**src/rtl/dlr_pkg.sv**
```systemverilog
`timescale 1ns / 1ps
`default_nettype none
// ----------------------------------------------------------------------------
// Dashed line rasterizer package
// Shared widths, command codes, register indexes and the item types that
// travel between the front part, the command queue and the walker.
// ----------------------------------------------------------------------------
package dlr_pkg;

	localparam int CW = 16;	// coordinate port width
	localparam int DW = CW + 1;	// absolute distance width
	localparam int EW = CW + 3;	// error term width
	localparam int PW = 9;	// dash counter width
	localparam int LW = 8;	// dash and gap length width
	localparam int IW = 3;	// register index width

	localparam logic CMD_START = 1'b0;
	localparam logic CMD_STEP  = 1'b1;

	localparam logic [IW-1:0] REG_DASH_LENGTH = 3'd0;
	localparam logic [IW-1:0] REG_GAP_LENGTH  = 3'd1;
	localparam logic [IW-1:0] REG_CLIP_LEFT   = 3'd2;
	localparam logic [IW-1:0] REG_CLIP_TOP    = 3'd3;
	localparam logic [IW-1:0] REG_CLIP_RIGHT  = 3'd4;
	localparam logic [IW-1:0] REG_CLIP_BOTTOM = 3'd5;

	typedef struct packed {
		logic                 cmd;
		logic signed [CW-1:0] x0;
		logic signed [CW-1:0] y0;
		logic signed [CW-1:0] x1;
		logic signed [CW-1:0] y1;
		logic [DW-1:0]        dx;
		logic [DW-1:0]        dy;
		logic                 x_neg;
		logic                 y_neg;
	} cmd_entry_t;

	typedef struct packed {
		logic [LW-1:0]        dash_length;
		logic [LW-1:0]        gap_length;
		logic signed [CW-1:0] clip_left;
		logic signed [CW-1:0] clip_top;
		logic signed [CW-1:0] clip_right;
		logic signed [CW-1:0] clip_bottom;
	} cfg_t;

	typedef struct packed {
		logic                 active;
		logic signed [CW-1:0] pixel_x;
		logic signed [CW-1:0] pixel_y;
		logic                 draw;
		logic                 last;
	} result_t;

endpackage
`default_nettype wire

```
**src/rtl/dlr_fifo.sv**
```systemverilog
`timescale 1ns / 1ps
`default_nettype none
// ----------------------------------------------------------------------------
// Dashed line rasterizer small queue
// Register based first-in first-out queue with push and pop in one cycle.
// ----------------------------------------------------------------------------
module dlr_fifo #(
	parameter int WIDTH = 8,
	parameter int DEPTH = 2
) (
	input  wire logic             clk,
	input  wire logic             arst_n,
	input  wire logic             push,
	input  wire logic [WIDTH-1:0] wdata,
	output logic                  full,
	input  wire logic             pop,
	output logic [WIDTH-1:0]      rdata,
	output logic                  empty
);

	localparam int AW = (DEPTH > 1) ? $clog2(DEPTH) : 1;

	logic [WIDTH-1:0] mem_q [DEPTH];
	logic [AW-1:0]    wr_ptr_q;
	logic [AW-1:0]    rd_ptr_q;
	logic [AW:0]      count_q;
	logic             do_push;
	logic             do_pop;

	assign full    = (count_q == (AW+1)'(DEPTH));
	assign empty   = (count_q == '0);
	assign do_push = push && !full;
	assign do_pop  = pop && !empty;
	assign rdata   = mem_q[rd_ptr_q];

	always_ff @(posedge clk or negedge arst_n) begin
		if (!arst_n) begin
			wr_ptr_q <= '0;
			rd_ptr_q <= '0;
			count_q  <= '0;
		end else begin
			if (do_push) begin
				wr_ptr_q <= (wr_ptr_q == AW'(DEPTH - 1)) ? '0 : wr_ptr_q + 1'b1;
			end
			if (do_pop) begin
				rd_ptr_q <= (rd_ptr_q == AW'(DEPTH - 1)) ? '0 : rd_ptr_q + 1'b1;
			end
			if (do_push && !do_pop) begin
				count_q <= count_q + 1'b1;
			end else if (do_pop && !do_push) begin
				count_q <= count_q - 1'b1;
			end
		end
	end

	always_ff @(posedge clk) begin
		if (do_push) begin
			mem_q[wr_ptr_q] <= wdata;
		end
	end

endmodule
`default_nettype wire

```
**src/rtl/dlr_front.sv**
```systemverilog
`timescale 1ns / 1ps
`default_nettype none
// ----------------------------------------------------------------------------
// Dashed line rasterizer front part
// Passes the command on and prepares the endpoints, distances and directions.
// ----------------------------------------------------------------------------
module dlr_front #(
	parameter int COORD_BITS = 16
) (
	input  wire logic                     cmd,
	input  wire logic signed [dlr_pkg::CW-1:0] start_x,
	input  wire logic signed [dlr_pkg::CW-1:0] start_y,
	input  wire logic signed [dlr_pkg::CW-1:0] end_x,
	input  wire logic signed [dlr_pkg::CW-1:0] end_y,
	output dlr_pkg::cmd_entry_t           entry
);

	logic signed [COORD_BITS-1:0] sx_c;
	logic signed [COORD_BITS-1:0] sy_c;
	logic signed [COORD_BITS-1:0] ex_c;
	logic signed [COORD_BITS-1:0] ey_c;
	logic signed [dlr_pkg::CW-1:0] x0;
	logic signed [dlr_pkg::CW-1:0] y0;
	logic signed [dlr_pkg::CW-1:0] x1;
	logic signed [dlr_pkg::CW-1:0] y1;
	logic signed [dlr_pkg::DW-1:0] diff_x;
	logic signed [dlr_pkg::DW-1:0] diff_y;

	assign sx_c = start_x[COORD_BITS-1:0];
	assign sy_c = start_y[COORD_BITS-1:0];
	assign ex_c = end_x[COORD_BITS-1:0];
	assign ey_c = end_y[COORD_BITS-1:0];
	assign x0   = dlr_pkg::CW'(sx_c);
	assign y0   = dlr_pkg::CW'(sy_c);
	assign x1   = dlr_pkg::CW'(ex_c);
	assign y1   = dlr_pkg::CW'(ey_c);

	assign diff_x = dlr_pkg::DW'(x1) - dlr_pkg::DW'(x0);
	assign diff_y = dlr_pkg::DW'(y1) - dlr_pkg::DW'(y0);

	always_comb begin
		entry       = '0;
		entry.cmd   = cmd;
		entry.x0    = x0;
		entry.y0    = y0;
		entry.x1    = x1;
		entry.y1    = y1;
		entry.x_neg = !(x0 < x1);
		entry.y_neg = !(y0 < y1);
		entry.dx    = entry.x_neg ? dlr_pkg::DW'(-diff_x) : dlr_pkg::DW'(diff_x);
		entry.dy    = entry.y_neg ? dlr_pkg::DW'(-diff_y) : dlr_pkg::DW'(diff_y);
	end

endmodule
`default_nettype wire

```
**src/rtl/dlr_back.sv**
```systemverilog
`timescale 1ns / 1ps
`default_nettype none
// ----------------------------------------------------------------------------
// Dashed line rasterizer walker
// Holds the line state and turns one queued command into one pixel result.
// ----------------------------------------------------------------------------
module dlr_back (
	input  wire logic                clk,
	input  wire logic                arst_n,
	input  wire logic                q_valid,
	input  wire dlr_pkg::cmd_entry_t entry,
	input  wire dlr_pkg::cfg_t       cfg,
	input  wire logic                out_full,
	output logic                     issue,
	output dlr_pkg::result_t         res,
	output logic                     busy
);

	localparam int CW = dlr_pkg::CW;
	localparam int DW = dlr_pkg::DW;
	localparam int EW = dlr_pkg::EW;
	localparam int PW = dlr_pkg::PW;

	logic                 busy_q;
	logic signed [CW-1:0] cur_x_q;
	logic signed [CW-1:0] cur_y_q;
	logic signed [CW-1:0] tgt_x_q;
	logic signed [CW-1:0] tgt_y_q;
	logic [DW-1:0]        dx_q;
	logic [DW-1:0]        dy_q;
	logic                 x_neg_q;
	logic                 y_neg_q;
	logic signed [EW-1:0] err_q;
	logic [PW-1:0]        pos_q;

	logic                 is_start;
	logic                 emit;
	logic [PW-1:0]        pos_inc;
	logic [PW-1:0]        period;
	logic signed [EW:0]   e2;
	logic signed [EW:0]   dx_e;
	logic signed [EW:0]   dy_e;
	logic                 move_x;
	logic                 move_y;
	logic signed [CW-1:0] nx;
	logic signed [CW-1:0] ny;
	logic signed [CW-1:0] tx;
	logic signed [CW-1:0] ty;
	logic signed [EW-1:0] n_err;
	logic [PW-1:0]        n_pos;
	logic                 in_clip;
	logic                 at_end;

	assign issue    = q_valid && !out_full;
	assign is_start = (entry.cmd == dlr_pkg::CMD_START);
	assign emit     = is_start || busy_q;
	assign busy     = busy_q;

	assign pos_inc = pos_q + 1'b1;
	assign period  = PW'(cfg.dash_length) + PW'(cfg.gap_length);
	assign e2      = {err_q, 1'b0};
	assign dx_e    = $signed((EW+1)'(dx_q));
	assign dy_e    = $signed((EW+1)'(dy_q));
	assign move_x  = e2 > -dy_e;
	assign move_y  = e2 < dx_e;

	always_comb begin
		if (is_start) begin
			nx    = entry.x0;
			ny    = entry.y0;
			tx    = entry.x1;
			ty    = entry.y1;
			n_err = $signed(EW'(entry.dx)) - $signed(EW'(entry.dy));
			n_pos = '0;
		end else begin
			nx    = cur_x_q;
			ny    = cur_y_q;
			tx    = tgt_x_q;
			ty    = tgt_y_q;
			n_err = err_q;
			n_pos = (pos_inc >= period) ? '0 : pos_inc;
			if (move_x) begin
				nx    = x_neg_q ? cur_x_q - 1'b1 : cur_x_q + 1'b1;
				n_err = n_err - $signed(EW'(dy_q));
			end
			if (move_y) begin
				ny    = y_neg_q ? cur_y_q - 1'b1 : cur_y_q + 1'b1;
				n_err = n_err + $signed(EW'(dx_q));
			end
		end
	end

	assign in_clip = (nx >= cfg.clip_left) && (nx <= cfg.clip_right) &&
	                 (ny >= cfg.clip_top) && (ny <= cfg.clip_bottom);
	assign at_end  = (nx == tx) && (ny == ty);

	always_comb begin
		res = '0;
		if (emit) begin
			res.active  = 1'b1;
			res.pixel_x = nx;
			res.pixel_y = ny;
			res.draw    = (n_pos < PW'(cfg.dash_length)) && in_clip;
			res.last    = at_end;
		end
	end

	always_ff @(posedge clk or negedge arst_n) begin
		if (!arst_n) begin
			busy_q  <= 1'b0;
			cur_x_q <= '0;
			cur_y_q <= '0;
			tgt_x_q <= '0;
			tgt_y_q <= '0;
			dx_q    <= '0;
			dy_q    <= '0;
			x_neg_q <= 1'b0;
			y_neg_q <= 1'b0;
			err_q   <= '0;
			pos_q   <= '0;
		end else if (issue && emit) begin
			busy_q  <= !at_end;
			cur_x_q <= nx;
			cur_y_q <= ny;
			tgt_x_q <= tx;
			tgt_y_q <= ty;
			err_q   <= n_err;
			pos_q   <= n_pos;
			if (is_start) begin
				dx_q    <= entry.dx;
				dy_q    <= entry.dy;
				x_neg_q <= entry.x_neg;
				y_neg_q <= entry.y_neg;
			end
		end
	end

endmodule
`default_nettype wire

```
**src/rtl/dashed_line_rasterizer.sv**
```systemverilog
`timescale 1ns / 1ps
`default_nettype none
// ----------------------------------------------------------------------------
// Dashed line rasterizer
// Bresenham line walker with a dash pattern and an inclusive clip rectangle.
// ----------------------------------------------------------------------------
// Items enter through push/full: cmd 0 starts a line from start and end
// points, cmd 1 steps one pixel. Every item gives exactly one result, read
// through empty/pop: active, pixel_x, pixel_y, draw and last.
// An accepted item is queued in the command queue, then taken by the walker,
// whose result is written into the result queue and read from its head on
// the result ports; a full result queue holds the walker.
// The walker takes one queued item per cycle while the result queue has
// space, so the block sustains one item per clock while the receiver keeps
// popping; the walker updates its error term and dash counter per item.
// When the receiver stalls, the two-entry result queue fills, the walker
// holds, the two-entry command queue fills and full rises.
// Reset empties both queues, ends any line and loads the register defaults:
// dash 6, gap 4, clip rectangle 0..32767 on both axes.
// Registers are written through wr_en, wr_index and wr_data with no wait.
// ----------------------------------------------------------------------------
module dashed_line_rasterizer #(
	parameter int COORD_BITS = 16
) (
	input  wire logic                          clk,
	input  wire logic                          arst_n,
	input  wire logic                          push,
	output logic                               full,
	input  wire logic                          cmd,
	input  wire logic signed [dlr_pkg::CW-1:0] start_x,
	input  wire logic signed [dlr_pkg::CW-1:0] start_y,
	input  wire logic signed [dlr_pkg::CW-1:0] end_x,
	input  wire logic signed [dlr_pkg::CW-1:0] end_y,
	output logic                               empty,
	input  wire logic                          pop,
	output logic                               active,
	output logic signed [dlr_pkg::CW-1:0]      pixel_x,
	output logic signed [dlr_pkg::CW-1:0]      pixel_y,
	output logic                               draw,
	output logic                               last,
	input  wire logic                          wr_en,
	input  wire logic [dlr_pkg::IW-1:0]        wr_index,
	input  wire logic [dlr_pkg::CW-1:0]        wr_data
);

	localparam int QW = $bits(dlr_pkg::cmd_entry_t);
	localparam int RW = $bits(dlr_pkg::result_t);

	dlr_pkg::cfg_t       cfg_q;
	dlr_pkg::cmd_entry_t front_entry;
	dlr_pkg::cmd_entry_t q_entry;
	dlr_pkg::result_t    back_res;
	dlr_pkg::result_t    out_res;
	logic [QW-1:0]       q_rdata;
	logic [RW-1:0]       out_rdata;
	logic                q_empty;
	logic                out_full;
	logic                issue;
	logic                walker_busy;

	always_ff @(posedge clk or negedge arst_n) begin
		if (!arst_n) begin
			cfg_q.dash_length <= dlr_pkg::LW'(6);
			cfg_q.gap_length  <= dlr_pkg::LW'(4);
			cfg_q.clip_left   <= '0;
			cfg_q.clip_top    <= '0;
			cfg_q.clip_right  <= dlr_pkg::CW'(32767);
			cfg_q.clip_bottom <= dlr_pkg::CW'(32767);
		end else if (wr_en) begin
			unique case (wr_index)
				dlr_pkg::REG_DASH_LENGTH: cfg_q.dash_length <= wr_data[dlr_pkg::LW-1:0];
				dlr_pkg::REG_GAP_LENGTH:  cfg_q.gap_length  <= wr_data[dlr_pkg::LW-1:0];
				dlr_pkg::REG_CLIP_LEFT:   cfg_q.clip_left   <= wr_data;
				dlr_pkg::REG_CLIP_TOP:    cfg_q.clip_top    <= wr_data;
				dlr_pkg::REG_CLIP_RIGHT:  cfg_q.clip_right  <= wr_data;
				dlr_pkg::REG_CLIP_BOTTOM: cfg_q.clip_bottom <= wr_data;
				default: begin
				end
			endcase
		end
	end

	dlr_front #(
		.COORD_BITS(COORD_BITS)
	) u_front (
		.cmd     (cmd),
		.start_x (start_x),
		.start_y (start_y),
		.end_x   (end_x),
		.end_y   (end_y),
		.entry   (front_entry)
	);

	dlr_fifo #(
		.WIDTH(QW),
		.DEPTH(2)
	) u_cmd_q (
		.clk    (clk),
		.arst_n (arst_n),
		.push   (push),
		.wdata  (front_entry),
		.full   (full),
		.pop    (issue),
		.rdata  (q_rdata),
		.empty  (q_empty)
	);

	assign q_entry = q_rdata;

	dlr_back u_back (
		.clk      (clk),
		.arst_n   (arst_n),
		.q_valid  (!q_empty),
		.entry    (q_entry),
		.cfg      (cfg_q),
		.out_full (out_full),
		.issue    (issue),
		.res      (back_res),
		.busy     (walker_busy)
	);

	dlr_fifo #(
		.WIDTH(RW),
		.DEPTH(2)
	) u_res_q (
		.clk    (clk),
		.arst_n (arst_n),
		.push   (issue),
		.wdata  (back_res),
		.full   (out_full),
		.pop    (pop),
		.rdata  (out_rdata),
		.empty  (empty)
	);

	assign out_res = out_rdata;
	assign active  = out_res.active;
	assign pixel_x = out_res.pixel_x;
	assign pixel_y = out_res.pixel_y;
	assign draw    = out_res.draw;
	assign last    = out_res.last;

	a_accept_queued: assert property (@(posedge clk) disable iff (!arst_n)
		(push && !full) |=> !q_empty)
		else $error("accepted item missing from command queue");

	a_inactive_zero: assert property (@(posedge clk) disable iff (!arst_n)
		(!empty && !active) |-> (pixel_x == '0 && pixel_y == '0 && !draw && !last))
		else $error("inactive result carries nonzero fields");

	a_last_ends_line: assert property (@(posedge clk) disable iff (!arst_n)
		(issue && back_res.last) |=> !walker_busy)
		else $error("line still busy after its end point");

	a_issue_space: assert property (@(posedge clk) disable iff (!arst_n)
		issue |-> (!out_full && !q_empty))
		else $error("walker issued without queue space or command");

endmodule
`default_nettype wire
```
**config.mk**
```make
export PLATFORM = sky130hd
export DESIGN_NAME = dashed_line_rasterizer
export DESIGN_NICKNAME = d
export VERILOG_FILES = /design/src/rtl/dlr_pkg.sv /design/src/rtl/dlr_fifo.sv /design/src/rtl/dlr_front.sv /design/src/rtl/dlr_back.sv /design/src/rtl/dashed_line_rasterizer.sv
export SDC_FILE = /design/constraint.sdc
export NUM_CORES = 1
export LEC_CHECK = 0
export BUFFER_PORTS_ARGS = -buffer_cell sky130_fd_sc_hd__buf_2
export CAP_MARGIN = 10
export CORE_MARGIN = 4
export CORE_UTILIZATION = 50
export DETAILED_ROUTE_END_ITERATION = 10
export PLACE_DENSITY = 0.78
export SETUP_SLACK_MARGIN = 0.1
export SLEW_MARGIN = 20
export SYNTH_ARGS = -nofsm -noshare
export SYNTH_HDL_FRONTEND = slang
export SYNTH_HIERARCHICAL = 1
export SYNTH_SLANG_ARGS = --single-unit
```
**constraint.sdc**
```tcl
create_clock -name clk -period 7.4 [get_ports clk]
set_clock_uncertainty 0.05 [all_clocks]
set_input_delay 0.74 -clock clk [delete_from_list [all_inputs] [get_ports clk]]
set_output_delay 0.74 -clock clk [all_outputs]
set_load 0.1 [all_outputs]
```
# Word level (Yosys, flattened, before mapping)
# Memories as Yosys holds them, arrays and structs flattened.
# Index checks and enable logic that the tools add are counted.
# W data, S select, Z words.
# classes
reduce_logical	39
n_addsub	22
muxes	29
n_lt_le_gt_ge	10
eq_ne	9
n_bitwise	1
# op_table
cell	n
$mux W16	8
$mux W19	4
$mux W35	1
$mux W17	2
$neg A17 Y17	2
$sub A16 B16 Y17	2
$add A16 B1 Y16 const B	2
$eq A16 B16 Y1	2
$ge A16 B16 Y1	2
$le A16 B16 Y1	2
$lt A16 B16 Y1	2
$sub A16 B1 Y16 const B	2
$gt A20 B20 Y1	1
$lt A20 B18 Y1	1
$neg A17 Y20	1
$add A19 B18 Y19	1
$sub A19 B18 Y19	1
$mux W9	2
$sub A17 B17 Y18	1
$logic_and A1 B1 Y1	15
$reduce_and A2 Y1	7
$logic_not A1 Y1	11
$add A8 B8 Y9	1
$add A9 B1 Y9 const B	1
16 further kinds	36
# word_totals
in_bits	89
wordCells	135
output_inout_bits	37
n_memories	2
mem_bits_rw	272
regBits	217
# memory_table
name	depth	word_bits	read_ports	rd_clocked_by_memory_dff	write_ports	line_no	rtl
u_cmd_q.mem_q	2	101	1	0	1	dlr_fifo.sv:23	logic [WIDTH-1:0] mem_q [DEPTH];
u_res_q.mem_q	2	35	1	0	1	dlr_fifo.sv:23	

# Depth between registers and ports, before layout
# Gate-level depths: netlist (run 1).
# depth
word_depth	10
depth_mapped	31
ltp_nobuf	28

# Cells and area by module
# Netlist (run 1), hierarchy kept.
# by_module_without_submodules
module	seq_area_each_um2	cells_each	n_inst	area_per_inst_um2
dlr_back	3228.1	1841	1	14541.4
dlr_fifo at u_cmd_q	6165.9	333	1	7807.5
dlr_front	0.0	480	1	3234.4
dashed_line_rasterizer	2043.2	174	1	3200.6
dlr_fifo at u_res_q	2202.1	128	1	2872.8

# Worst setup path after synthesis (run 1)
# Ideal clock, no wire load.
# synth_timing
path_type	register to register
startpoint	register u_back.dy_q[0]
endpoint	register u_back.err_q[16]
path_slack_ns	1.482
arrival_ns	5.764
setup_time_ns	0.104
t_required_ns	7.246
synth_period_minus_slack_ns	5.918
path_stages_with_launch	31
path_cell_list	dfrtp_1 -> or2_2 -> or3_1 -> nor2_1 -> nand2_1 -> nor2_1 -> xnor2_1 -> ha_1 -> nand4_1 -> nor4_4 -> o21ai_2 -> a31o_4 -> and2_4 -> buf_6 -> buf_2 -> buf_2 -> nand2_1 -> o21ai_0 -> ha_1 -> fa_1 -> a211oi_1 -> o21ai_0 -> nand4_1 -> a31oi_1 -> a21oi_1 -> nand2b_1 -> a21oi_1 -> xnor2_1 -> a21oi_1 -> o31a_1 -> a221oi_1
# synth_via
elab_chain_cells	7
word_cells_on_any_way	8
classes_between	add/sub: 3; order compare: 1; mux: 4
# synth_lines
element	line_no	rtl
start, declared	dlr_back.sv:30	logic [DW-1:0] dy_q;
start signal, assigned	dlr_back.sv:131	dy_q <= entry.dy;
$neg A17 Y20	dlr_back.sv:64	assign move_x = e2 > -dy_e;
$gt A20 B20 Y1	dlr_back.sv:64	
$mux W19 (*)	dlr_back.sv:82	if (move_x) begin
$mux W19 (*)	dlr_back.sv:68	if (is_start) begin
$add A19 B18 Y19	dlr_back.sv:88	n_err = n_err + $signed(EW'(dx_q));
$mux W19 (*)	dlr_back.sv:86	if (move_y) begin
$mux W19 (*)	dlr_back.sv:68	
end signal, assigned	dlr_back.sv:127	err_q <= n_err;
end, declared	dlr_back.sv:33	logic signed [EW-1:0] err_q;
# Every way passes the cells marked *; elsewhere a longest branch is shown, timed or not. The select of a mux whose other input is x is not followed.
# A chain may end at the register's enable or synchronous reset.

# Worst setup path after layout (run 1)
# Same ends and word-level chain as after synthesis.

==> impl_metrics.py, run 1 <==
metrics = {
    "status": {
        "run_status": "completed",
    },
    "setup_path": {
        "reg2reg_to": "u_back/err_q[16]",
        "crit_type": "reg2reg",
        "reg2reg_depth": 25,
        "cp-start-kind": "register",
        "crit_path_end_kind": "register",
        "cp_data_required_time_ns": 7.85,
        "cp_max_fo": 43,
        "r2r_slack_ns": 0.73,
        "crit_arrival_ns": 7.11,
        "timing.rr.start": "u_back/dy_q[0]",
    },
    "clock_tree": {
        "clock_latency_ns": 0.62,
        "hold_buffers": 0,
        "cts_max_path_buffers": 3,
        "cts_buffers": 51,
        "clk_pin_slew_ns": 0.06,
        "postCtsSetupBuffers": 0,
        "cts_root_buf": "clkbuf_16",
        "post_cts_resized": 0,
        "cts_tree": "built",
        "cts_max_level": 2,
        "clock_sinks": 489,
    },
    "place": {
        "io_buffers": 125,
        "gp_congestion": 0.944,
        "dp_hpwl_um": 58600,
        "dpl_worst_slack_ns": 0.819,
    },
    "drt": {
        "viasPerCell": 5.81,
        "drtAntennaViolNets": 0,
        "dr.pass1.iters": 6,
        "drtIter0Drc": 1917,
        "drc": 0,
        "wl_per_cell_um": 20.3,
        "drt-total-wl_um": 78600,
        "vias": 22500,
    },
    "floorplanning": {
        "initial_core_util_pct": 50.9,
        "die_x_um": 260,
        "core_um2": 62200,
        "io_pins": 126,
        "die_h_um": 260,
        "dieArea_um2": 67400,
        "fp-row-count": 91,
    },
    "finish": {
        "nNetsFinal": 3330,
        "diodes": 0,
        "drive_above_1_share_pct": 18.7,
        "fillers": 5243,
        "syn2layout_area_growth_pct": 8.51,
    },
    "global_route": {
        "grt_pass1_wl_um": 122000,
        "grt-ovfl-total": 0,
        "grt_pass1_vias": 21800,
        "antenna_found_initial": 2,
        "grt_use_total_pct": 23.0,
        "grt_max_degree": 91,
    },
    "synthesis": {
        "synth_xor_xnor_area_share_pct": 5.26,
        "synth_cells": 2956,
        "synth_cell_types": 108,
        "ys_seq_area_share_pct": 43.1,
        "synthSimpleGateAreaFrac_pct": 11.3,
        "post-synth-top-count-cell": "edfxtp_1",
        "ys_ff_latch": 489,
        "ys_warn_count": 6,
        "synth_ff_type": "edfxtp_1",
        "synth.area.mux_share_pct": 11.3,
        "async_reset_ff_share_pct": 44.4,
        "netlist_area_um2": 31700,
        "synth.area.top_cells": "edfxtp_1, dfrtp_1, ha_1",
        "avgSynthCellArea_um2": 10.7,
        "synthTopCellsByCount": "edfxtp_1, nand2_1, ha_1",
        "synth-compound-area-share_pct": 12.9,
        "synthAdderAreaFrac_pct": 9.95,
        "synth_top_area_cell": "edfxtp_1",
        "synth_top_family_by_area": "compound AO/OA/AOI/OAI gates",
        "synthDominantCellAreaShare_pct": 25.8,
        "synth_edf_count": 272,
        "syn-num-nets": 3292,
    },
    "sta": {
        "slew_violations": 0,
        "finalSetupViolCount": 0,
        "hold_viol_final": 0,
        "worst_pin_slew_ns": 1.12,
        "fmax_mhz": 150,
        "finalWorstSetupSlack_ns": 0.733,
        "final.setup.tns_ns": 0,
        "rsz0062_at_grt": "false",
        "maxSlewHeadroom_pct": 25.6,
        "fin_crit_sh_pct": 90.1,
        "min_period_ns": 6.67,
    },
    "job": {
        "maxCapViolations": 0,
    },
    "worst_hold_path": {
        "hold_class": "in2async",
    },
}
-- layer usage --
| layer | vias up | part of all wire (%) | global-route usage, % |
|---|---|---|---|
| li1 | 10600 | - | - |
| met1 | 11000 | 44 | 32.7 |
| met2 | 752 | 46 | 36.9 |
| met3 | 115 | 7.1 | 3.43 |
| met4 | 0 | 2.5 | 6.30 |
| met5 | - | 0 | 0 |
-- cell type report --
type | instances | area, um2 | area share [%]
Clock buffer | 63 | 1390 | 4.06
Sequential cell | 489 | 13600 | 39.7
Inverter | 239 | 897 | 2.61
Timing Repair Buffer | 148 | 821 | 2.39
Multi-Input combinational cell | 2065 | 16100 | 46.8
Tap cell | 837 | 1050 | 3.05
Clock inverter | 33 | 465 | 1.36
-- state kept, by name, summed over array words and instances, names as in the netlist --
signal / count
cfg_q: 80
u_back/busy: 1
u_back/cur_x_q: 16
u_back/cur_y_q: 16
u_back/dx_q: 17
u_back/dy_q: 17
u_back/err_q: 19
u_back/pos_q: 9
u_back/tgt_x_q: 16
u_back/tgt_y_q: 16
u_back/x_neg_q: 1
u_back/y_neg_q: 1
u_cmd_q/count_q: 2
u_cmd_q/mem_q: 202
u_cmd_q/rd_ptr_q: 1
u_cmd_q/wr_ptr_q: 1
u_res_q/count_q: 2
u_res_q/mem_q: 70
u_res_q/rd_ptr_q: 1
u_res_q/wr_ptr_q: 1
-- cells by family after synthesis --
logic type	count (synthesis)
AO/OA/AOI/OAI	626
XOR/XNOR	190
adder cells (fa/ha/maj)	247
buffers and inverters	402
flip-flops	489
multiplexers	277
AND/OR/NAND/NOR	725
-- cells in the final DEF (no fill, tap or decap), types with 121 or more instances in the layout --
cell	n
nand2_1	251
dfrtp_1	182
buf_2	124
a21oi_1	151
nor2_1	158
mux2_4	130
o21ai_0	156
inv_1	237
edfxtp_1	272
xnor2_1	121
ha_1	239
-- how the worst max path moves through the flow --
stage | start | end | slack [ns] | depth (start not counted)
after floorplan | u_back/dy_q[0] | u_back/err_q[16] | 1.48 | 30
after global placement | u_back/dy_q[0] | u_back/err_q[16] | 0.90 | 25
after detailed placement | u_back/dy_q[0] | u_back/err_q[16] | 0.82 | 25
after CTS | u_back/dy_q[0] | u_back/err_q[16] | 0.78 | 25
after global routing | u_back/dy_q[0] | u_back/err_q[16] | 0.33 | 25
final | u_back/dy_q[0] | u_back/err_q[16] | 0.73 | 25
-- metrics by stage --
step / cell area (um2) / hold slack, ns / instances / util, %
finish: 34300 / 0.0672 / 3874 / 55.3
detailed placement: 32500 / 0.444 / 3778 / 52.3
global route: 34300 / 0.116 / 3874 / 55.3
CTS: 34300 / 0.106 / 3874 / 55.3
global placement: 32500 / 0.431 / 3778 / 52.3
floorplan: 31700 / 0.394 / 2956 / -
-- critical path, cell delays in order (launching register included) --
cell and delay, ns:
dfrtp_1 0.41, or2_2 0.35, or3_1 0.42, nor2_1 0.17, nand2_1 0.17, nor4_1 0.31
ha_1 0.31, nand4_2 0.19, nor4_4 0.43, o21ai_2 0.16, nand3b_2 0.22, and2_4 0.50
o21ai_0 0.18, ha_1 0.25, fa_1 0.42, a211oi_1 0.27, o21ai_0 0.20, nand4_1 0.16
a31oi_1 0.18, a21oi_1 0.31, nand2b_1 0.09, a21oi_1 0.17, xnor2_1 0.13, a21oi_1 0.08
o31a_1 0.12, a221oi_1 0.24
Power of run 1 is left out: the tool's default activity adds up to more than one toggle a clock period on the data nets, which glitch-free logic cannot reach.
==> run 2, diff against run 1 <==
- SYNTH_HIERARCHICAL: 1 -> not set
- clock period: 7.4 -> 6.8 ns (I/O delays scaled with it)
==> run 2 against run 1 <==
Final cell count is 2.6% higher. Routed wire length is 6.6% higher. Critical path type unchanged. Clock-buffer cell count is 3 lower. Die area is 3.1% lower. Worst hold slack worse by 0.0016 ns. Flip-flop and latch count stayed put. Global-route usage is 1.9 points higher. Register-to-register slack worse by 0.33 ns. Non-clock buffer count is 26 higher. First-iteration DRC count is 21% higher. Sequential share of layout area is 0.24 points higher. Synthesized cell count is 2.0% higher.
==> impl_metrics.py, run 2 <==
metrics = {
    "setup_path": {
        "crit_type": "reg2reg",
        "cp_max_fo": 15,
        "cp-start-kind": "register",
        "cp_data_required_time_ns": 7.24,
        "crit_arrival_ns": 6.83,
        "crit_path_end_kind": "register",
    },
    "clock_tree": {
        "clock_sinks": 489,
        "hold_buffers": 0,
        "clock_latency_ns": 0.62,
        "cts_buffers": 53,
        "cts_root_buf": "clkbuf_16",
        "cts_max_level": 2,
        "cts_tree": "built",
        "clk_pin_slew_ns": 0.06,
        "cts_max_path_buffers": 3,
    },
    "global_route": {
        "antenna_found_initial": 2,
        "grt_pass1_wl_um": 130000,
        "grt-ovfl-total": 0,
        "grt_pass1_vias": 22900,
        "grt_max_degree": 99,
        "grt_use_total_pct": 24.9,
        "grtUsageMet1_pct": 35.2,
        "grt_use_met2_pct": 39.2,
        "top_usage_layer": "met2",
        "grt_use_met3_pct": 4.13,
    },
    "synthesis": {
        "ys_ff_latch": 489,
        "synth_top_area_cell": "edfxtp_1",
        "async_reset_ff_share_pct": 44.4,
        "synthDominantCellAreaShare_pct": 26.7,
        "synth_cells": 3016,
        "ys_seq_area_share_pct": 44.5,
        "synth_ff_type": "edfxtp_1",
        "synthTopCellsByCount": "nand2_1, edfxtp_1, inv_1",
        "avgSynthCellArea_um2": 10.2,
        "netlist_area_um2": 30600,
        "synth_edf_count": 272,
        "post-synth-top-count-cell": "nand2_1",
        "synth_cell_types": 96,
        "ys_warn_count": 0,
        "synth.area.top_cells": "edfxtp_1, dfrtp_1, ha_1",
        "syn-num-nets": 3352,
    },
    "sta": {
        "min_period_ns": 6.39,
        "worst_pin_slew_ns": 1.10,
        "slew_violations": 0,
        "maxSlewHeadroom_pct": 26.1,
        "hold_viol_final": 0,
        "fmax_mhz": 156,
        "finalSetupViolCount": 0,
        "fin_crit_sh_pct": 94.0,
        "final.setup.tns_ns": 0,
        "rsz0062_at_grt": "false",
    },
    "place": {
        "gp_congestion": 0.960,
        "dp_hpwl_um": 63500,
        "io_buffers": 125,
        "postPlaceCellArea_um2": 32300,
    },
    "finish": {
        "mostFrequentLayoutCells": "nand2_1, edfxtp_1, inv_1, ha_1, o21ai_0",
        "post-route-util_pct": 56.5,
        "largest_reg_flops": 202,
        "reg.largest.list": "u_cmd_q.mem_q (202), cfg_q (80), u_res_q.mem_q (70)",
        "nNetsFinal": 3484,
        "syn2layout_area_growth_pct": 11.4,
        "drive_above_1_share_pct": 14.5,
        "largest-register": "u_cmd_q.mem_q",
        "final_cell_area_um2": 34100,
        "final_common_cell": "nand2_1",
        "diodes": 0,
    },
    "drt": {
        "viasPerCell": 5.94,
        "drt-total-wl_um": 83800,
        "dr.pass1.iters": 6,
        "drtAntennaViolNets": 0,
        "drtIter0Drc": 2310,
        "wl_per_cell_um": 21.1,
        "vias": 23600,
        "drc": 0,
    },
    "floorplanning": {
        "die_x_um": 256,
        "core_um2": 60500,
        "initial_core_util_pct": 50.7,
        "fp-row-count": 90,
        "dieArea_um2": 65300,
        "io_pins": 126,
        "die_h_um": 256,
    },
    "status": {
        "run_status": "completed",
    },
    "worst_hold_path": {
        "hold_class": "in2async",
    },
    "job": {
        "maxCapViolations": 0,
    },
}
[run 2: cell types whose count changed in the layout (fill, tap and decap cells not counted), moves of 12 or more]
cell,previous run,this run
mux2_4,130,1
o21ai_0,156,228
mux2i_1,28,84
nand2_1,251,298
xnor2_1,121,151
buf_4,22,47
nor2_1,158,174
and2_1,29,14
a211oi_1,21,33
nor4_1,11,23
[run 2: path summary, 6_finish.rpt]
| kind | start | to | slack (ns) | cells past startpoint |
|---|---|---|---|---|
| setup / recovery | u_back.dy_q[0] | u_back.err_q[17] | 0.41 | 26 |
| hold / removal | arst_n | cfg_q[35] | 0.07 | 1 |
| setup reg to reg | u_back.dy_q[0] | u_back.err_q[17] | 0.41 | 26 |
| hold reg to reg | u_res_q.rd_ptr_q | u_res_q.rd_ptr_q | 0.43 | 1 |
| max in group asynchronous | arst_n | u_back.dx_q[13] | 5.24 | 2 |
| min in group clk | start_y[6] | u_cmd_q.mem_q[1][74] | 0.21 | 1 |
[run 2: final cells by class]
class                      count  area (um2)
fill                        4975       26300
timing repair buffer         174        1010
sequential                   489       13600
clock inverter                40         392
multi-input combinational   2183       15800
tap                          782         978
inverter                     247         927
clock buffer                  60        1360
[run 2: repair_timing]
action / 4_1_cts / 5_1_grt
pin swaps: 0 / 3
endpoints found under the setup margin: 1 / 5
resized for setup: 1 / 18
buffers inserted: 0 / 1
[run 2: per-stage QoR]
step                      hold WS, ns  std cells  setup slack, ns
final                          0.0657       3975            0.405
after floorplan                 0.334       3016            0.134
after CTS                      0.0679       3974            0.189
after detailed placement        0.422       3874            0.232
after global placement          0.411       3874            0.270
after global routing            0.102       3975            0.101
[run 2: per-layer routing]
layer | routed length [um] | part of all wire, %
met1 | 36500 | 44
met2 | 37400 | 45
met3 | 6700 | 8.0
met4 | 3230 | 3.9
met5 | 0 | 0
[run 2: critical path: stages, from the launching register on]
cell and delay, ns:
dfrtp_1 0.41, or2_2 0.35, or3_1 0.43, nor2_2 0.14, nand2_2 0.13, nor2_1 0.17, xnor2_1 0.09, ha_1 0.31
nand4_1 0.24, nor3_2 0.26, a22oi_1 0.16, and4_1 0.26, nor3_4 0.26, buf_6 0.21, nand2_1 0.06, nand2_1 0.14
ha_1 0.27, a211o_1 0.33, a211oi_1 0.33, o311ai_1 0.22, nand2_1 0.09, o21ai_0 0.13, o41a_1 0.37, a41oi_1 0.26
xnor2_1 0.11, o31a_1 0.30, o22a_1 0.19
[run 2: cell families (layout without fill, tap and decap cells)]
family	Yosys count	after routing	synth area share (%)
compound gates	706	706	14.8
simple gates	808	808	12.5
fa+ha+maj	247	247	10.3
xor+xnor	213	213	6.27
buf+inv	344	521	4.31
mux	209	209	7.35
flops	489	489	44.5
Power of run 2 is left out for the same reason.
==> run 3, diff against run 2 <==
- CORE_MARGIN: 4 -> 2
==> run 3 against run 2 <==
Register-to-register slack lost 0.08 ns. Sequential share of layout area shrank 0.061 points. Fmax fell by 1.3%. Largest cell class unchanged.
==> impl_metrics.py, run 3 (same netlist as run 2, synthesis figures left out) <==
metrics = {
    "global_route": {
        "grt-ovfl-total": 0,
        "grt_max_degree": 180,
        "antenna_found_initial": 2,
        "grt_use_total_pct": 26.4,
        "grt_pass1_wl_um": 129000,
        "grt_pass1_vias": 22900,
    },
    "place": {
        "gp_congestion": 0.973,
        "dp_hpwl_um": 63100,
        "dpl_worst_slack_ns": 0.224,
        "io_buffers": 125,
    },
    "drt": {
        "drtIter0Drc": 2354,
        "wl_met1_um": 35600,
        "wl_per_cell_um": 21.1,
        "dr.pass1.iters": 5,
        "drt-total-wl_um": 83900,
        "drc": 0,
        "vias": 23800,
        "met2_length_um": 37700,
        "drtAntennaViolNets": 0,
        "wl_met3_um": 7420,
        "highest_layer": "met5",
        "viasPerCell": 5.99,
    },
    "finish": {
        "final_common_cell": "nand2_1",
        "nNetsFinal": 3487,
        "reg.largest.list": "u_cmd_q.mem_q (202), cfg_q (80), u_res_q.mem_q (70)",
        "largest_reg_flops": 202,
        "mostFrequentLayoutCells": "nand2_1, edfxtp_1, inv_1, ha_1, o21ai_0",
        "post-route-util_pct": 56.5,
        "drive_above_1_share_pct": 14.7,
        "largest-register": "u_cmd_q.mem_q",
        "syn2layout_area_growth_pct": 11.6,
        "diodes": 0,
    },
    "worst_hold_path": {
        "hold_class": "in2reg",
        "worstHoldStart": "end_y[6]",
    },
    "clock_tree": {
        "cts_buffers": 51,
        "clock_sinks": 489,
        "cts_max_level": 2,
        "cts_root_buf": "clkbuf_16",
        "cts_max_path_buffers": 3,
        "clk_pin_slew_ns": 0.07,
        "cts_tree": "built",
        "clock_latency_ns": 0.64,
    },
    "setup_path": {
        "cp-start-kind": "register",
        "cp-startpoint": "u_back.dy_q[0]",
        "cp_data_required_time_ns": 7.23,
        "crit_type": "reg2reg",
        "crit_path_end_kind": "register",
        "timing.rr.start": "u_back.dy_q[0]",
        "cp_max_fo": 11,
        "crit_arrival_ns": 6.91,
    },
    "floorplanning": {
        "core_um2": 60500,
        "dieArea_um2": 63300,
        "die_h_um": 252,
        "initial_core_util_pct": 50.7,
        "fp-row-count": 90,
        "die_x_um": 252,
        "io_pins": 126,
    },
    "sta": {
        "min_period_ns": 6.48,
        "finalSetupViolCount": 0,
        "slew_violations": 0,
        "maxSlewHeadroom_pct": 20.8,
        "hold_viol_final": 0,
        "finalWorstSetupSlack_ns": 0.321,
        "fin_crit_sh_pct": 95.3,
        "fmax_mhz": 154,
        "final.setup.tns_ns": 0,
        "rsz0062_at_grt": "true",
        "worst_pin_slew_ns": 1.18,
    },
    "status": {
        "run_status": "completed",
    },
    "job": {
        "maxCapViolations": 0,
    },
}
## run 3: final cells by class
class                   instances  area (um2)
fillers                      5020       26300
multi-input cells            2183       15800
flip-flops and latches        489       13600
clock buffers                  72        1460
repair buffers                179        1100
well taps                     782         978
inverters                     247         927
clock inverters                24         250
## run 3: worst max-delay path, cell delays in order (launching register included)
cell	delay, ns
dfrtp_1	0.41
or2_2	0.35
or3_1	0.42
nor2_2	0.16
nand2_2	0.12
nor4_1	0.29
ha_1	0.33
nand4_2	0.19
nor2_2	0.08
a22oi_2	0.33
and4_4	0.30
nor3_4	0.06
buf_4	0.17
nor2_1	0.09
a21oi_1	0.06
ha_1	0.22
fa_1	0.41
a211oi_2	0.26
o21bai_1	0.15
o311ai_1	0.29
buf_4	0.16
nand3_1	0.08
a41o_1	0.24
a41o_1	0.28
o32a_1	0.18
mux2_2	0.25
nor4bb_2	0.35
nor3_1	0.09
## run 3: worst paths after layout
| kind | endpoint | cells after the start | slack (ns) |
|---|---|---|---|
| setup reg to reg | u_back.err_q[18] | 27 | 0.32 |
| hold reg to reg | u_back.dy_q[14] | 2 | 0.44 |
| min in group asynchronous | u_back.cur_y_q[4] | 2 | 0.48 |
| hold / removal | u_cmd_q.mem_q[1][42] | 1 | 0.20 |
| max in group asynchronous | u_cmd_q.rd_ptr_q | 3 | 4.80 |
| setup / recovery | u_back.err_q[18] | 27 | 0.32 |
## run 3: through the flow
stage	cells	hold slack, ns	instance area, um2
floorplan	3016	0.334	30600
global placement	3874	0.416	32300
detailed placement	3874	0.427	32300
CTS	3971	0.179	34100
global route	3976	0.193	34200
finish	3976	0.196	34200
## run 3: repair_timing
action,4_1_cts,5_1_grt
hold endpoints to repair,23,0
gates resized for setup,0,17
buffers inserted,0,4
endpoints found under the setup margin,0,5
hold buffers,1,0
## run 3: routing by layer
metal | vias up | track usage [%]
met5 | - | 0
met3 | 179 | 5.78
met2 | 1008 | 41.6
met4 | 2 | 9.93
li1 | 11200 | -
met1 | 11400 | 35.6
Power of run 3 is left out for the same reason.
